==> src/hdl/assert_macros.svh <==
// ---------------------------------------------------------------------------
// Assertion macros shared by the RTL files.
// ---------------------------------------------------------------------------
`ifndef ASSERT_MACROS_SVH
`define ASSERT_MACROS_SVH

// The consequent must hold in the same cycle as the antecedent.
`define ASSERT_IMPLY(lbl, clk, rst, ante, cons) \
  lbl: assert property (@(posedge clk) disable iff (rst) (ante) |-> (cons)) \
    else $error("assertion failed");

// The consequent must hold in the cycle after the antecedent.
`define ASSERT_NEXT(lbl, clk, rst, ante, cons) \
  lbl: assert property (@(posedge clk) disable iff (rst) (ante) |=> (cons)) \
    else $error("assertion failed");

`endif

==> src/hdl/tvcrt_pkg.sv <==
// ---------------------------------------------------------------------------
// tvcrt_pkg
// Types and constants of the CRT shadow-mask 4x pixel expander.
// ---------------------------------------------------------------------------
package tvcrt_pkg;

  typedef struct packed {
    logic [23:0] pixel;
    logic [23:0] right_pixel;
    logic        col_odd;
  } in_t;

  typedef struct packed {
    logic [23:0] out_pixel;
    logic [1:0]  out_row;
    logic [1:0]  out_col;
    logic        last;
  } out_t;

  // Everything the block emitter needs to build one 4x4 block.
  typedef struct packed {
    logic [7:0] r;
    logic [7:0] g;
    logic [7:0] b;
    logic [7:0] sr;
    logic [7:0] sg;
    logic [7:0] sb;
    logic [7:0] blr;
    logic [7:0] blg;
    logic [7:0] blb;
    logic       odd;
  } shade_t;

  // Handshake between the shading pipeline and the emitter.
  typedef struct packed {
    logic valid;
    logic ready;
  } pipe_hs_t;

  localparam logic [6:0]  FACTOR_BASE = 7'd50;
  localparam logic [6:0]  BLEND_BIAS  = 7'd10;

  // Division by a constant as multiply and shift; exact over the ranges used.
  localparam logic [12:0] RECIP51     = 13'd5141;   // 2^18 / 51, rounded up
  localparam int          SHIFT51     = 18;
  localparam logic [14:0] RECIP100    = 15'd20972;  // 2^21 / 100, rounded up
  localparam int          SHIFT100    = 21;
  localparam logic [16:0] RECIP200    = 17'd83887;  // 2^24 / 200, rounded up
  localparam int          SHIFT200    = 24;

  localparam logic [1:0]  DARK_ROW_ODD  = 2'd0;
  localparam logic [1:0]  DARK_ROW_EVEN = 2'd2;
  localparam logic [1:0]  LAST_ROW      = 2'd3;
  localparam logic [1:0]  LAST_COL      = 2'd3;
  localparam logic [3:0]  LAST_BEAT     = 4'd15;

endpackage

==> src/hdl/tvcrt_shade_pipe.sv <==
// ---------------------------------------------------------------------------
// tvcrt_shade_pipe
// Four-stage pipeline that computes the light factor, the scaled channels
// and the blended channels of one source pixel.
// ---------------------------------------------------------------------------
`include "assert_macros.svh"

module tvcrt_shade_pipe
  import tvcrt_pkg::*;
(
  input  logic   clk,
  input  logic   rst,
  input  logic   in_valid,
  output logic   in_ready,
  input  in_t    in_word,
  output pipe_hs_t hs,
  input  logic   drain,
  output shade_t shade
);

  logic [4:1] v;
  logic [4:1] en;

  // Stage 1: channel split and sums.
  logic [7:0]  r1, g1, b1;
  logic [8:0]  nr1, ng1, nb1;
  logic [10:0] sum2_1;
  logic        odd1;
  // Stage 2: light factor.
  logic [7:0]  r2, g2, b2;
  logic [8:0]  nr2, ng2, nb2;
  logic [6:0]  f2;
  logic        odd2;
  // Stage 3: raw products.
  logic [7:0]  r3, g3, b3;
  logic [14:0] pr3, pg3, pb3;
  logic [15:0] nr3, ng3, nb3;
  logic        odd3;

  logic [9:0]  sum_c;
  logic [23:0] fq_c;
  logic [6:0]  fb_c;
  logic [29:0] qr_c, qg_c, qb_c;
  logic [32:0] br_c, bg_c, bb_c;

  // A stage loads when it is empty or its word moves on.
  assign en[4]    = !v[4] || drain;
  assign en[3]    = !v[3] || en[4];
  assign en[2]    = !v[2] || en[3];
  assign en[1]    = !v[1] || en[2];
  assign in_ready = en[1];
  assign hs.valid = v[4];
  assign hs.ready = drain;

  assign sum_c = 10'(in_word.pixel[23:16]) + 10'(in_word.pixel[15:8])
               + 10'(in_word.pixel[7:0]);
  assign fq_c  = 24'(sum2_1) * 24'(RECIP51);
  assign fb_c  = f2 + BLEND_BIAS;
  assign qr_c  = 30'(pr3) * 30'(RECIP100);
  assign qg_c  = 30'(pg3) * 30'(RECIP100);
  assign qb_c  = 30'(pb3) * 30'(RECIP100);
  assign br_c  = 33'(nr3) * 33'(RECIP200);
  assign bg_c  = 33'(ng3) * 33'(RECIP200);
  assign bb_c  = 33'(nb3) * 33'(RECIP200);

  always_ff @(posedge clk) begin
    if (rst) begin
      v <= '0;
    end else begin
      if (en[1]) v[1] <= in_valid;
      if (en[2]) v[2] <= v[1];
      if (en[3]) v[3] <= v[2];
      if (en[4]) v[4] <= v[3];
    end
  end

  always_ff @(posedge clk) begin
    if (en[1]) begin
      r1     <= in_word.pixel[23:16];
      g1     <= in_word.pixel[15:8];
      b1     <= in_word.pixel[7:0];
      nr1    <= 9'(in_word.pixel[23:16]) + 9'(in_word.right_pixel[23:16]);
      ng1    <= 9'(in_word.pixel[15:8]) + 9'(in_word.right_pixel[15:8]);
      nb1    <= 9'(in_word.pixel[7:0]) + 9'(in_word.right_pixel[7:0]);
      sum2_1 <= {sum_c, 1'b0};
      odd1   <= in_word.col_odd;
    end
    if (en[2]) begin
      r2   <= r1;
      g2   <= g1;
      b2   <= b1;
      nr2  <= nr1;
      ng2  <= ng1;
      nb2  <= nb1;
      f2   <= FACTOR_BASE + 7'(fq_c[SHIFT51 +: 6]);
      odd2 <= odd1;
    end
    if (en[3]) begin
      r3   <= r2;
      g3   <= g2;
      b3   <= b2;
      pr3  <= 15'(r2) * 15'(f2);
      pg3  <= 15'(g2) * 15'(f2);
      pb3  <= 15'(b2) * 15'(f2);
      nr3  <= 16'(nr2) * 16'(fb_c);
      ng3  <= 16'(ng2) * 16'(fb_c);
      nb3  <= 16'(nb2) * 16'(fb_c);
      odd3 <= odd2;
    end
    if (en[4]) begin
      shade.r   <= r3;
      shade.g   <= g3;
      shade.b   <= b3;
      shade.sr  <= qr_c[SHIFT100 +: 8];
      shade.sg  <= qg_c[SHIFT100 +: 8];
      shade.sb  <= qb_c[SHIFT100 +: 8];
      shade.blr <= br_c[SHIFT200 +: 8];
      shade.blg <= bg_c[SHIFT200 +: 8];
      shade.blb <= bb_c[SHIFT200 +: 8];
      shade.odd <= odd3;
    end
  end

  // The entry stage only refuses a word when it holds one that cannot move.
  `ASSERT_IMPLY(a_busy_full, clk, rst, !in_ready, v[1] && v[2] && v[3] && v[4] && !drain)
  // A finished word that is not drained stays put.
  `ASSERT_NEXT(a_hold_out, clk, rst, v[4] && !drain, v[4])

endmodule

==> src/hdl/tv_crt_4x_pixel_expand.sv <==
// ---------------------------------------------------------------------------
// tv_crt_4x_pixel_expand
// Expands each source pixel into a 4x4 block of shadow-mask tinted pixels.
// ---------------------------------------------------------------------------
//  channel  | ports                  | handshake
//  ---------+------------------------+------------------------------------
//  input    | start, busy, item      | word taken when start && !busy
//  result   | strobe, result         | one word per cycle while strobe high
//
// Each source pixel yields sixteen result words on consecutive cycles; with
// its beat counter and single result register, the emitter takes a new
// block only when idle or on the final beat. An input word passes the
// pipeline stages, the block register and the result register before its
// first result word is on the result ports. Up to four more input words
// are taken while a block is being emitted, then busy rises until the
// emitter frees the pipeline. Reset clears all valid bits and the emitter.
// ---------------------------------------------------------------------------
`include "assert_macros.svh"

module tv_crt_4x_pixel_expand
  import tvcrt_pkg::*;
(
  input  logic clk,
  input  logic rst,
  input  logic start,
  output logic busy,
  input  in_t  item,
  output logic strobe,
  output out_t result
);

  pipe_hs_t   hs;
  logic       in_ready;
  logic       take;
  shade_t     shade;
  shade_t     blk;
  logic       act;
  logic [3:0] cnt;
  logic [1:0] row;
  logic [1:0] col;
  logic [1:0] dark_row;
  logic [23:0] pix;

  assign busy = !in_ready;

  tvcrt_shade_pipe u_pipe (
    .clk      (clk),
    .rst      (rst),
    .in_valid (start),
    .in_ready (in_ready),
    .in_word  (item),
    .hs       (hs),
    .drain    (take),
    .shade    (shade)
  );

  // A new block loads when the emitter is idle or on its final beat.
  assign take = hs.valid && (!act || cnt == LAST_BEAT);

  assign row      = cnt[3:2];
  assign col      = cnt[1:0];
  assign dark_row = blk.odd ? DARK_ROW_ODD : DARK_ROW_EVEN;

  always_comb begin
    if (row == dark_row) begin
      pix = {blk.sr, blk.sg, blk.sb};
    end else begin
      unique case (col)
        2'd0:    pix = {blk.r, blk.sg, blk.sb};
        2'd1:    pix = {blk.sr, blk.g, blk.sb};
        2'd2:    pix = {blk.sr, blk.sg, blk.b};
        default: pix = {blk.blr, blk.blg, blk.blb};
      endcase
    end
  end

  always_ff @(posedge clk) begin
    if (rst) begin
      act    <= 1'b0;
      cnt    <= '0;
      strobe <= 1'b0;
    end else begin
      strobe <= act;
      act    <= take || (act && cnt != LAST_BEAT);
      // The counter wraps to zero on the final beat, ready for the next block.
      if (act) cnt <= cnt + 4'd1;
    end
  end

  always_ff @(posedge clk) begin
    if (take) blk <= shade;
    if (act) begin
      result.out_pixel <= pix;
      result.out_row   <= row;
      result.out_col   <= col;
      result.last      <= (cnt == LAST_BEAT);
    end
  end

  `ASSERT_IMPLY(a_last_pos, clk, rst, strobe && result.last,
                result.out_row == LAST_ROW && result.out_col == LAST_COL)
  `ASSERT_NEXT(a_act_strobe, clk, rst, act, strobe)
  `ASSERT_NEXT(a_block_contig, clk, rst, strobe && !result.last, strobe)
  // The emitter only drains the pipeline when a finished word is waiting.
  `ASSERT_IMPLY(a_take_valid, clk, rst, hs.ready, hs.valid)

endmodule
==> config.mk <==
export PLATFORM = sky130hd
export DESIGN_NAME = tv_crt_4x_pixel_expand
export DESIGN_NICKNAME = d
export VERILOG_FILES = /design/src/hdl/tvcrt_pkg.sv /design/src/hdl/tvcrt_shade_pipe.sv /design/src/hdl/tv_crt_4x_pixel_expand.sv
export VERILOG_INCLUDE_DIRS = /design/src /design/src/hdl
export SDC_FILE = /design/constraint.sdc
export NUM_CORES = 2
export LEC_CHECK = 0
export BUFFER_PORTS_ARGS = -buffer_cell sky130_fd_sc_hd__buf_2
export CORE_MARGIN = 2
export CORE_UTILIZATION = 25
export CTS_BUF_LIST = sky130_fd_sc_hd__clkbuf_4 sky130_fd_sc_hd__clkbuf_8
export DETAILED_ROUTE_END_ITERATION = 6
export PLACE_DENSITY_LB_ADDON = 0.25
export SLEW_MARGIN = 20
export SYNTH_ARGS = -nofsm -noshare
export SYNTH_HDL_FRONTEND = slang
export SYNTH_HIERARCHICAL = 1
export SYNTH_SLANG_ARGS = --single-unit
==> constraint.sdc <==
create_clock -name clk -period 14.2 [get_ports clk]
set_input_delay 2.84 -clock clk [delete_from_list [all_inputs] [get_ports clk]]
set_output_delay 2.84 -clock clk [all_outputs]
set_load 0.02 [all_outputs]
After elaboration in Yosys (flattened, before gate mapping)
Cells that the tools add are included.

storage, ports and cells
  input port bits = 52
  flip-flop bits (word level) = 424

cells by class
  add/subtract/negate cells = 8
  equality and inequality tests = 5
  multipliers = 13
  mux-type cells = 3
  reductions and logical operators = 15

operator list
  cell                    count
  $mul 16x17->32 const B  3
  $mul 15x13->27 const B  3
  $pmux 24 s3             1
  $mul 9x7->16            3
  $mul 8x7->15            3
  $add 8x8->9             4
  $mux 24                 1
  $mul 10x13->23 const B  1
  $add 10x8->10           1
  $add 6x6->7 const A     1
  $add 7x4->7 const B     1
  $logic_not 1->1         6
  $logic_or 1x1->1        6
  $add 4x1->4 const B     1
  $eq 4x4->1 const B      1
  $ne 4x4->1 const B      1
  $eq 2x1->1 const B      1
  $eq 2x2->1              1
  $eq 2x2->1 const B      1
  $logic_and 1x1->1       2
  $logic_not 2->1         1
  $mux 2                  1

Longest topological paths before layout
  word-level depth = 8
  depth in mapped cells = 23
  mapped depth without buffers = 23

Hierarchy
Netlist, hierarchy kept.

by module, submodules not included
  module                  area an instance (sq um)  times used  seq. area each (sq um)  cells an instance
  tvcrt_shade_pipe        47840.9                   1           9449.1                  4468
  tv_crt_4x_pixel_expand  3886.2                    1           3183.1                  200

Worst setup path after synthesis
OpenSTA, ideal clock, no wires.

  path type = register to output
  start = register cnt[0]
  end = output busy
  stages on the path, launching flop included = 9
  path slack = 2.115 ns
  data arrival time = 9.245 ns
  path buffers = 1
  required time = 11.360 ns
  cells stage by stage = dfxtp_1 -> ha_1 -> buf_2 -> nand3_1 -> a21boi_0 -> nor2b_1 -> and3_1 -> nand2_1 -> inv_1

on the way
  longest elaborated chain between the ends = 8

ends and longest elaborated chain
  item                      line                          source
  start: declaration        tv_crt_4x_pixel_expand.sv:38  logic [3:0] cnt;
  start signal: assignment  tv_crt_4x_pixel_expand.sv:86  if (act) cnt <= cnt + 4'd1;
  $eq 4x4->1                tv_crt_4x_pixel_expand.sv:58  assign take = hs.valid && (!act || cnt == LAST_BEAT);
  $logic_or 1x1->1          tv_crt_4x_pixel_expand.sv:58
  $logic_and 1x1->1         tv_crt_4x_pixel_expand.sv:58
  via take                  tv_crt_4x_pixel_expand.sv:34  logic take;
  $logic_or 1x1->1          tvcrt_shade_pipe.sv:47        assign en[4] = !v[4] || drain;
  $logic_or 1x1->1          tvcrt_shade_pipe.sv:48        assign en[3] = !v[3] || en[4];
  $logic_or 1x1->1          tvcrt_shade_pipe.sv:49        assign en[2] = !v[2] || en[3];
  $logic_or 1x1->1          tvcrt_shade_pipe.sv:50        assign en[1] = !v[1] || en[2];
  via in_ready              tv_crt_4x_pixel_expand.sv:33  logic in_ready;
  $logic_not 1->1           tv_crt_4x_pixel_expand.sv:44  assign busy = !in_ready;
  end: declaration          tv_crt_4x_pixel_expand.sv:26  output logic busy,

The timed path passes the listed nets, and every way through them passes these cells.

Final worst setup path
Ends and elaborated chain as after synthesis.

==> results.sh <==
export IMPL_outcome="finished, final reports clean"
export IMPL_worstSkewPairLatency_ns=0.79
export IMPL_vias=31300
export IMPL_hold_violations=0
export IMPL_finalCriticalPeriod_ns=7.08
export IMPL_cts_tree="yes"
export IMPL_synth_cells=4667
export IMPL_synth_warnings=6
export IMPL_slew_viol_final=0
export IMPL_hold_class="reg -> reg"
export IMPL_io_buffer_count=82
export IMPL_cts_path_max_buffers=3
export IMPL_grt_max_degree=75
export IMPL_max_freq_mhz=141
export IMPL_cp_start_kind="flop"
export IMPL_rsz0062_at_grt="false"
export IMPL_cts_root_buf="clkbuf_8"
export IMPL_ios=83
export IMPL_end_kind="primary output"
export IMPL_num_rows=166
export IMPL_grt_first_pass_wirelength_microns=191000
export IMPL_cpMaxStageDelayCell="buf_4"
export IMPL_coreArea_sq_um=205000
export IMPL_die_height_microns=459
export IMPL_drt_iter0_drc=1424
export IMPL_multi_input_area_sq_um=34300
export IMPL_grt_pass1_vias=33900
export IMPL_via_per_inst=4.15
export IMPL_cts_sinks=424
export IMPL_cts_hold_fix_buffers=0
export IMPL_critPathKind="reg -> out"
export IMPL_finalCritPeriodShare_pct=49.8
export IMPL_die_x_microns=459
export IMPL_regArea_sq_um=12600
export IMPL_routabilityCongestion=0.819
export IMPL_clkTransAtPathRegs_ns=0.06
export IMPL_start_util_pct=25.2
export IMPL_cts_htree_levels=3
export IMPL_cp_arrival_ns=4.24
export IMPL_max_slew_margin_pct=32.6
export IMPL_critPathMaxFanout=74
export IMPL_ant_nets=0
export IMPL_drc=0
export IMPL_dpl_hpwl_microns=99900
export IMPL_worst_pin_slew_ns=1.01
export IMPL_cpPeakStageDelay_ns=0.75
export IMPL_track_usage_pct=11.6
export IMPL_syn_nets=6408
export IMPL_wl_per_cell_microns=15.8
export IMPL_syn_avg_cell_area_sq_um=11.1
export IMPL_required_ns=11.36
export IMPL_post_cts_buffers=0
export IMPL_die_area_sq_um=211000
export IMPL_gr_total_overflow=0
export IMPL_numCtsBuffers=76
export IMPL_cap_viol_max_count=0
export IMPL_crit_top_cell="buf_4"
export IMPL_fin_nets=6537
export IMPL_fill_cells=21400
export IMPL_crit_chain="ha_1 > buf_4 > nand3_1 > a21boi_4 > buf_4 > nor2b_1 > and3_1 > nand2_4 > inv_1 > buf_2"
export IMPL_drive_gt1_share_pct=5.34
export IMPL_antenna_found_initial=14
export IMPL_cts_resized=0
export IMPL_syn_area_sq_um=51700
export IMPL_setup_viol=0
export IMPL_drt_first_pass_iters=5
export IMPL_finClkSkew_ns=0.0463
export IMPL_areaGrowthSynthToFinish_pct=10.3
export IMPL_fin_tns_setup_ns=0
export IMPL_totalWireLength_microns=119000
==> state kept, by name (all words and copies together) (netlist names), 10 cells and up <==
signal         count
blk               73
u_pipe/shade      73
result            29
u_pipe/nb3        16
u_pipe/ng3        16
u_pipe/nr3        16
u_pipe/pb3        15
u_pipe/pg3        15
u_pipe/pr3        15
u_pipe/sum2_1     10
==> layer usage <==
metal	routed length, microns	vias to the layer above	share of wire [%]	track usage (%)
met5	20	-	0.017	0
met4	2310	2	1.9	2.55
met3	3780	124	3.2	1.49
met2	53800	394	45	18.7
met1	59400	15500	50	16.6
li1	-	15300	-	-
==> through the flow <==
stage	hold slack, ns	instance area (sq um)	util (%)	setup slack, ns	std cells
after floorplan	0.400	51700	-	2.17	4667
after global placement	0.401	55500	27.0	7.92	7406
after detailed placement	0.405	55500	27.0	7.84	7406
after CTS	0.380	57000	27.8	6.95	7542
after global routing	0.385	57000	27.8	6.72	7543
final	0.383	57100	27.8	7.12	7547
==> layout make-up <==
class / instances / share of cell area [%]
Antenna cell: 5 / 0.0219
Clock buffer: 96 / 2.10
Clock inverter: 40 / 0.640
Inverter: 1244 / 8.19
Multi-Input combinational cell: 2950 / 60.1
Sequential cell: 424 / 22.1
Tap cell: 2688 / 5.89
Timing Repair Buffer: 100 / 0.956
==> critical path: cells and delay by family, from the launching register on <==
kind                       cells  cell delay [ns]
and+or+nand+nor                4             1.19
DFF                            1             0.44
AOI/OAI and AO/OA              1             0.19
adders and majority gates      1             0.19
buffers and inverters          4             1.35
==> worst paths after layout <==
kind                 start                to  slack (ns)  cells past startpoint
max reg2reg  u_pipe/ng3[4]  u_pipe/shade[16]        8.03                     19
min reg2reg   u_pipe/g3[6]  u_pipe/shade[63]        0.38                      0
min           u_pipe/g3[6]  u_pipe/shade[63]        0.38                      0
max                 cnt[0]              busy        7.12                     10
==> cell usage in the layout, fill, tap and decap left out, drive strengths merged, types with 6 or more instances in the layout <==
master / count
o22ai: 8
o21a: 14
nor2: 84
a31oi: 14
nand3: 31
or3: 10
clkbuf: 96
nor2b: 29
and2: 172
o2bb2ai: 25
edfxtp: 414
inv: 1248
nand2: 219
clkinv: 27
or2: 15
ha: 985
a22oi: 25
buf: 100
dfxtp: 10
xnor2: 136
a211oi: 9
a21o: 60
nand2b: 23
fa: 704
o21ai: 56
a21oi: 120
xor2: 38
nor3: 30
and3: 15
a2111oi: 6
o21bai: 26
nand4: 16
a221oi: 6
o41ai: 8
Power is not shown: default switching activity piles up to over one toggle a cycle in this logic, so the estimate is an artifact.
